File: src/rdpr_pkg.sv
// Shared types and constants of the remote debug packet receiver.
package rdpr_pkg;

	localparam int BUFFER_BYTES = 4096;
	localparam int CNT_W = $clog2(BUFFER_BYTES);
	localparam int QUEUE_DEPTH = 4;
	localparam int QPTR_W = $clog2(QUEUE_DEPTH);

	localparam logic [6:0] CH_DOLLAR = 7'h24;
	localparam logic [6:0] CH_HASH = 7'h23;
	localparam logic [6:0] CH_COLON = 7'h3A;
	localparam logic [6:0] CH_PLUS = 7'h2B;
	localparam logic [6:0] CH_MINUS = 7'h2D;

	typedef enum logic [2:0] {
		EV_PAYLOAD = 3'd0,
		EV_GOOD = 3'd1,
		EV_BAD = 3'd2,
		EV_RESTART = 3'd3,
		EV_OVERFLOW = 3'd4
	} ev_kind_t;

	typedef struct packed {
		ev_kind_t kind;
		logic [6:0] chr;
		logic [11:0] count;
		logic [7:0] sum;
		logic [7:0] rx_sum;
		logic seq;
		logic [6:0] lead0;
		logic [6:0] lead1;
	} rdpr_event_t;

endpackage

File: src/rdpr_front.sv
// Parser: classifies one character per cycle into events if accept is high.
module rdpr_front import rdpr_pkg::*; (
	input logic clk,
	input logic arst_n,
	input logic accept,
	input logic [6:0] rx_char,
	output logic ev_valid,
	output rdpr_event_t ev
);

	typedef enum logic [3:0] {
		MODE_HUNT = 4'b0001,
		MODE_DATA = 4'b0010,
		MODE_HEX1 = 4'b0100,
		MODE_HEX2 = 4'b1000
	} mode_t;

	mode_t mode_q, mode_d;
	logic [7:0] sum_q, sum_d;
	logic [CNT_W-1:0] count_q, count_d;
	logic [7:0] high_q, high_d;
	logic [6:0] lead_q [3];
	logic [6:0] lead_d [3];

	function automatic logic [7:0] digit_value(input logic [6:0] c);
		logic [7:0] v;
		case (c) inside
			[7'h61:7'h66]: v = 8'(c - 7'h61) + 8'd10;
			[7'h30:7'h39]: v = 8'(c - 7'h30);
			[7'h41:7'h46]: v = 8'(c - 7'h41) + 8'd10;
			default: v = 8'hFF;
		endcase
		return v;
	endfunction

	logic [7:0] dv;
	logic [7:0] rx_sum;
	logic [7:0] add_sum;
	logic [CNT_W-1:0] inc_count;
	logic good;

	assign dv = digit_value(rx_char);
	assign rx_sum = high_q + dv;
	assign add_sum = sum_q + {1'b0, rx_char};
	assign inc_count = count_q + CNT_W'(1);
	assign good = (rx_sum == sum_q);

	always_comb begin
		mode_d = mode_q;
		sum_d = sum_q;
		count_d = count_q;
		high_d = high_q;
		lead_d = lead_q;
		ev_valid = 1'b0;
		ev = '0;
		ev.kind = EV_PAYLOAD;
		case (mode_q)
			MODE_HUNT: begin
				if (rx_char == CH_DOLLAR) begin
					sum_d = '0;
					count_d = '0;
					high_d = '0;
					lead_d = '{default: '0};
					mode_d = MODE_DATA;
				end
			end
			MODE_DATA: begin
				if (rx_char == CH_DOLLAR) begin
					sum_d = '0;
					count_d = '0;
					high_d = '0;
					lead_d = '{default: '0};
					ev_valid = 1'b1;
					ev.kind = EV_RESTART;
				end else if (rx_char == CH_HASH) begin
					mode_d = MODE_HEX1;
				end else begin
					sum_d = add_sum;
					count_d = inc_count;
					if (count_q < CNT_W'(3)) begin
						lead_d[count_q[1:0]] = rx_char;
					end
					ev_valid = 1'b1;
					if (count_q == CNT_W'(BUFFER_BYTES - 2)) begin
						ev.kind = EV_OVERFLOW;
						ev.count = 12'(inc_count);
						ev.sum = add_sum;
						mode_d = MODE_HUNT;
					end else begin
						ev.kind = EV_PAYLOAD;
						ev.chr = rx_char;
						ev.count = 12'(count_q);
					end
				end
			end
			MODE_HEX1: begin
				high_d = {dv[3:0], 4'h0};
				mode_d = MODE_HEX2;
			end
			MODE_HEX2: begin
				ev_valid = 1'b1;
				ev.kind = good ? EV_GOOD : EV_BAD;
				ev.count = 12'(count_q);
				ev.sum = sum_q;
				ev.rx_sum = rx_sum;
				ev.seq = good && (count_q >= CNT_W'(3)) && (lead_q[2] == CH_COLON);
				ev.lead0 = lead_q[0];
				ev.lead1 = lead_q[1];
				mode_d = MODE_HUNT;
			end
			default: begin
				mode_d = MODE_HUNT;
			end
		endcase
		if (!accept) begin
			ev_valid = 1'b0;
		end
	end

	always_ff @(posedge clk or negedge arst_n) begin
		if (!arst_n) begin
			mode_q <= MODE_HUNT;
			sum_q <= '0;
			count_q <= '0;
			high_q <= '0;
			lead_q <= '{default: '0};
		end else if (accept) begin
			mode_q <= mode_d;
			sum_q <= sum_d;
			count_q <= count_d;
			high_q <= high_d;
			lead_q <= lead_d;
		end
	end

endmodule

File: src/rdpr_queue.sv
// Short event queue between the parser and the result stage.
module rdpr_queue import rdpr_pkg::*; (
	input logic clk,
	input logic arst_n,
	input logic wr_en,
	input rdpr_event_t wr_data,
	output logic full,
	input logic rd_en,
	output logic nonempty,
	output rdpr_event_t rd_data
);

	rdpr_event_t slot_q [QUEUE_DEPTH];
	logic [QPTR_W-1:0] wr_ptr_q;
	logic [QPTR_W-1:0] rd_ptr_q;
	logic [QPTR_W:0] fill_q;

	assign full = (fill_q == (QPTR_W+1)'(QUEUE_DEPTH));
	assign nonempty = (fill_q != '0);
	assign rd_data = slot_q[rd_ptr_q];

	always_ff @(posedge clk) begin
		if (wr_en) begin
			slot_q[wr_ptr_q] <= wr_data;
		end
	end

	always_ff @(posedge clk or negedge arst_n) begin
		if (!arst_n) begin
			wr_ptr_q <= '0;
			rd_ptr_q <= '0;
			fill_q <= '0;
		end else begin
			if (wr_en) begin
				wr_ptr_q <= wr_ptr_q + QPTR_W'(1);
			end
			if (rd_en) begin
				rd_ptr_q <= rd_ptr_q + QPTR_W'(1);
			end
			case ({wr_en, rd_en})
				2'b10: fill_q <= fill_q + (QPTR_W+1)'(1);
				2'b01: fill_q <= fill_q - (QPTR_W+1)'(1);
				default: fill_q <= fill_q;
			endcase
		end
	end

endmodule

File: src/rdpr_back.sv
// Result stage: expands queued events into result fields and holds them for pop.
module rdpr_back import rdpr_pkg::*; (
	input logic clk,
	input logic arst_n,
	input logic ev_avail,
	input rdpr_event_t ev,
	output logic ev_take,
	input logic pop,
	output logic empty,
	output logic [2:0] event_kind,
	output logic [6:0] data_char,
	output logic [11:0] char_index,
	output logic [6:0] reply_char,
	output logic seq_present,
	output logic [6:0] seq_first,
	output logic [6:0] seq_second,
	output logic [11:0] payload_length,
	output logic [7:0] computed_sum,
	output logic [7:0] received_sum
);

	logic valid_q;
	logic [2:0] kind_q;
	logic [6:0] data_q;
	logic [11:0] index_q;
	logic [6:0] reply_q;
	logic seq_q;
	logic [6:0] seq1_q;
	logic [6:0] seq2_q;
	logic [11:0] length_q;
	logic [7:0] csum_q;
	logic [7:0] rsum_q;

	logic is_payload;
	logic is_verdict;
	logic has_length;

	assign ev_take = ev_avail && (!valid_q || pop);
	assign empty = !valid_q;

	assign is_payload = (ev.kind == EV_PAYLOAD);
	assign is_verdict = (ev.kind == EV_GOOD) || (ev.kind == EV_BAD);
	assign has_length = is_verdict || (ev.kind == EV_OVERFLOW);

	always_ff @(posedge clk or negedge arst_n) begin
		if (!arst_n) begin
			valid_q <= 1'b0;
		end else if (ev_take) begin
			valid_q <= 1'b1;
		end else if (pop) begin
			valid_q <= 1'b0;
		end
	end

	always_ff @(posedge clk) begin
		if (ev_take) begin
			kind_q <= ev.kind;
			data_q <= is_payload ? ev.chr : '0;
			index_q <= is_payload ? ev.count : '0;
			case (ev.kind)
				EV_GOOD: reply_q <= CH_PLUS;
				EV_BAD: reply_q <= CH_MINUS;
				default: reply_q <= '0;
			endcase
			seq_q <= ev.seq;
			seq1_q <= ev.seq ? ev.lead0 : '0;
			seq2_q <= ev.seq ? ev.lead1 : '0;
			length_q <= has_length ? ev.count : '0;
			csum_q <= has_length ? ev.sum : '0;
			rsum_q <= is_verdict ? ev.rx_sum : '0;
		end
	end

	assign event_kind = kind_q;
	assign data_char = data_q;
	assign char_index = index_q;
	assign reply_char = reply_q;
	assign seq_present = seq_q;
	assign seq_first = seq1_q;
	assign seq_second = seq2_q;
	assign payload_length = length_q;
	assign computed_sum = csum_q;
	assign received_sum = rsum_q;

endmodule

File: src/remote_debug_packet_receiver_unit.sv
// Top level of the remote debug packet receiver: parser, event queue and result stage.
// One character per cycle is taken while full is low; the parser state updates in that cycle.
// A character's event is written into the event queue, then registered in the result stage.
// A four-entry event queue sits between parser and result stage; full rises only when it fills.
// Reset clears the parser to hunting for a start character and empties the queue and result stage.
module remote_debug_packet_receiver_unit import rdpr_pkg::*; (
	input logic clk,
	input logic arst_n,
	input logic push,
	output logic full,
	input logic [6:0] rx_char,
	output logic empty,
	input logic pop,
	output logic [2:0] event_kind,
	output logic [6:0] data_char,
	output logic [11:0] char_index,
	output logic [6:0] reply_char,
	output logic seq_present,
	output logic [6:0] seq_first,
	output logic [6:0] seq_second,
	output logic [11:0] payload_length,
	output logic [7:0] computed_sum,
	output logic [7:0] received_sum
);

	logic accept;
	logic ev_valid;
	rdpr_event_t ev_front;
	logic q_nonempty;
	logic q_take;
	rdpr_event_t ev_queued;

	assign accept = push && !full;

	rdpr_front u_front (
		.clk(clk),
		.arst_n(arst_n),
		.accept(accept),
		.rx_char(rx_char),
		.ev_valid(ev_valid),
		.ev(ev_front)
	);

	rdpr_queue u_queue (
		.clk(clk),
		.arst_n(arst_n),
		.wr_en(ev_valid),
		.wr_data(ev_front),
		.full(full),
		.rd_en(q_take),
		.nonempty(q_nonempty),
		.rd_data(ev_queued)
	);

	rdpr_back u_back (
		.clk(clk),
		.arst_n(arst_n),
		.ev_avail(q_nonempty),
		.ev(ev_queued),
		.ev_take(q_take),
		.pop(pop),
		.empty(empty),
		.event_kind(event_kind),
		.data_char(data_char),
		.char_index(char_index),
		.reply_char(reply_char),
		.seq_present(seq_present),
		.seq_first(seq_first),
		.seq_second(seq_second),
		.payload_length(payload_length),
		.computed_sum(computed_sum),
		.received_sum(received_sum)
	);

endmodule
File: config.mk
export PLATFORM = sky130hd
export DESIGN_NAME = remote_debug_packet_receiver_unit
export DESIGN_NICKNAME = d
export VERILOG_FILES = /design/src/rdpr_pkg.sv /design/src/rdpr_front.sv /design/src/rdpr_queue.sv /design/src/rdpr_back.sv /design/src/remote_debug_packet_receiver_unit.sv
export SDC_FILE = /design/constraint.sdc
export NUM_CORES = 1
export LEC_CHECK = 0
export BUFFER_PORTS_ARGS = -buffer_cell sky130_fd_sc_hd__buf_4
export CAP_MARGIN = 40
export CORE_ASPECT_RATIO = 1.25
export CORE_MARGIN = 8
export CORE_UTILIZATION = 45
export CTS_CLUSTER_DIAMETER = 200
export DETAILED_ROUTE_END_ITERATION = 12
export PLACE_DENSITY = 0.63
export SKIP_LAST_GASP = 1
export SLEW_MARGIN = 20
export SYNTH_ARGS = -nofsm -noshare
export SYNTH_HDL_FRONTEND = slang
export SYNTH_HIERARCHICAL = 1
export SYNTH_SLANG_ARGS = --single-unit
export TNS_END_PERCENT = 50
File: constraint.sdc
create_clock -name clk -period 3.9 [get_ports clk]
set_input_delay 0 -clock clk [delete_from_list [all_inputs] [get_ports clk]]
set_output_delay 0 -clock clk [all_outputs]
set_load 0.02 [all_outputs]
==> run metrics <==
Least-Margin Pin Slew 0.803 ns; clock tree from TritonCTS yes; Int Pwr 8.32 mW; GRT overflow 0; sequential share of power 41.5%; most common cell after layout, fill and taps aside edfxtp_1; All-Layer GR Usage 16.3%; worst setup path startpoint rx_char[1]; register area share after synthesis 66.7%; status complete, but fails checks; Post CTS Setup Buffer Count 0; Die W 178 µm; Die ar. 38,800 µm²; maximum VDD drop 420 µV; Fmax achieved 0.273 GHz; FFs w/ async S/R, synth 16.9%; area grow syn2layout 17.0%; final core utilization 53.1%; DR WL/cell 20.7 µm; Final period util 93.9%; CTS Buffer Depth 3; Comb power frac 31.0%; Yosys top cell by area edfxtp_1; predominant post-synthesis flop cell edfxtp_1; layout cell share with drive strength beyond 1 25.2%; worst skew pair latency 0.51 ns; HP Class in2reg; most frequent cells in the layout 280 x edfxtp_1, 120 x buf_4, 61 x and2_1; largest net degree at the start of global routing 58; Iter 0 DRT Violations 563; gpl congestion 0.849; hold_ws -0.0704 ns; #FFs+latches synth 337; Buffers on Ports 82; Final Hold Fails 2; ranking of synthesized cells by area edfxtp_1 57%, dfrtp_1 9.5%, mux4_2 7.3%; drt pass-1 iters 4; critical-path cell list buf_4 -> dlygate4sd3_1 -> buf_4 -> ha_2 -> a21o_1 -> a21oi_1 -> xnor2_1 -> a221oi_1 -> ha_1 -> xnor2_2 -> xor2_1 -> a2111o_1 -> a211o_1 -> a311oi_2 -> nand4_1 -> nor3_2; residual DRC count 0; min Tclk post-route 3.66 ns; Syn Inst Count 941; Final Setup Violations 0; vias in the first global route 8,519; PnR Total Power 12.1 mW; Distinct cells, synth 68; CP dominant cell by count buf_4; antenna violations before repair 0; Rel. slew slack 45.7%; CP Class in2reg; worst-path fanout max 9; worst hold start rx_char[0]; failing checks hold timing; die height 218 µm; skew final 0.0187 ns; cell area after layout 17,300 µm²; # diodes 0; Power Dens Cells 702 nW/µm²; nets 1,105; Sw Ratio 31.4%; row cnt 74; Fin Setup TNS 0 ns; arrival time at the worst endpoint 3.99 ns; DR vias/cell 5.48; Post-Syn Area 14,700 µm²; pre-CTS setup slack -0.0381 ns; core area 32,500 µm²; Critical R2R Launch u_queue/rd_ptr_q[0]; dpl hpwl 20,100 µm; RSZ-0062 raised after global routing false; Total Wirelength 31,200 µm; clock root cell clkbuf_16; Num Clock Sinks 337; htree depth 2; first-pass GRT wire length 48,900 µm; Clock Power Share 27.5%; Leak Pwr 6.49 nW; Syn. warnings 6; MaxCap Viol Count 0; fillers 2,658; critical path required time 4.23 ns; Initial Util 45.4%; Synth top area share 57.0%; CP startpoint kind input pin; Via Count 8,253; Worst setup EP type flop; worst setup margin 0.239 ns; Post-synth EDFFs 280; Max stage delay on crit path 0.58 ns; IO Count 85; slowest CP cell dlygate4sd3_1; NetSw 3.80 mW; CTS clk-pin slew, worst paths 0.06 ns; TritonCTS Buffers 34; dpl cell area 16,000 µm²; Avg Cell Area, Syn 15.7 µm²; Slew Viols, Final 0; ANT nets after route 0
-- synthesized netlist by cell type, types with 3 or more instances --
library cell,number
a21oi_1,17
xnor2_1,19
mux4_2,48
a221oi_1,3
o31ai_1,7
nand4_1,8
ha_1,29
edfxtp_1,280
buf_12,5
nor2_1,41
fa_1,3
buf_4,5
nand2_1,46
a21o_1,8
nor3b_1,11
o21a_1,3
nor2b_1,10
and3_1,8
nor4_1,4
nand3b_1,3
buf_2,12
clkbuf_1,25
o21ai_0,44
nor3_2,3
and2_1,66
nand3_1,7
inv_1,46
nor3_1,8
a22o_1,26
a211oi_2,20
a31oi_1,3
xor2_1,11
mux4_1,5
dfrtp_1,56
or2_2,4
nand2b_1,3
-- routing by layer --
metal  track usage [%]  share of wire (%)  vias to the layer above
met5                 0                  0                        -
met4              5.51                2.7                        0
met3              2.28                4.3                       60
met2              28.9                 52                      196
met1              20.1                 41                     4179
li1                  -                  -                     3818
-- area by class of cell --
type / instances / area, µm² / area share [%]
inverter: 46 / 173 / 1.00
timing repair buffer: 133 / 1100 / 6.38
tap: 418 / 523 / 3.03
multi-input combinational: 510 / 4470 / 25.9
clock inverter: 17 / 214 / 1.24
sequential: 337 / 9840 / 57.0
clock buffer: 44 / 930 / 5.39
-- repair_timing --
item / 4_1_cts / 5_1_grt
hold buffers: 7 / 1
gates resized for setup: 0 / 4
hold endpoints to repair: 71 / 4
setup endpoints to repair: 0 / 12
-- worst paths after layout --
kind,depth (start not counted),end,slack [ns]
min reg2reg,1,u_queue/fill_q[2],0.48
max reg2reg,4,u_back/payload_length[3],0.95
max in group asynchronous,4,u_front/mode_q[0],2.98
min in group asynchronous,3,u_front/high_q[5],0.39
max,16,u_queue/slot_q[0][14],0.24
min,3,u_front/high_q[4],-0.07
-- power by group through the flow --
stage / Clock, mW / Sequential [mW] / Combinational (mW)
2_1_floorplan: 0 / 5.36 / 2.36
3_3_place_gp: 0 / 5.10 / 3.73
3_5_place_dp: 0 / 5.11 / 3.80
4_1_cts: 3.42 / 5.04 / 3.82
5_1_grt: 3.54 / 5.11 / 4.08
6_report: 3.33 / 5.03 / 3.76
-- logic make-up (layout without fill, tap and decap cells) --
logic type	count (synthesis)	after routing	share of synthesized area [%]
fa+ha+maj	32	32	2.87
compound gates	156	156	8.09
flops	337	337	66.7
xor+xnor	30	30	1.78
simple gates	235	235	8.84
mux	55	55	8.38
other cells	1	2	0.0254
buf+inv	95	240	3.30
-- per-stage QoR --
step                hold WS (ns)  std cells
detailed placement         0.150       1436
global placement           0.142       1434
global route             0.00307       1505
finish                   -0.0704       1505
CTS                       0.0708       1504
floorplan                 -0.296        942
-- critical path: cells and delay by family --
family	cells	cell delay, ns
AO/OA/AOI/OAI	6	1.63
buffers and inverters	3	0.91
XOR/XNOR	3	0.43
AND/OR/NAND/NOR	2	0.48
adder cells (fa/ha/maj)	2	0.55
-- sequential cells by signal, indices dropped and copies added (netlist names) --
register,cells
u_front/sum_q,8
u_front/high_q,4
u_back/computed_sum,8
u_queue/rd_ptr_q,2
u_back/received_sum,8
u_front/lead_q,21
u_back/char_index,12
u_back/valid_q,1
u_back/data_char,7
u_back/seq_present,1
u_queue/wr_ptr_q,2
u_front/count_q,12
u_queue/slot_q,212
u_back/event_kind,3
u_queue/fill_q,3
u_back/seq_first,7
u_front/mode_q,4
u_back/seq_second,7
u_back/reply_char,3
u_back/payload_length,12
No activity file was read; power rests on OpenSTA's default activity.
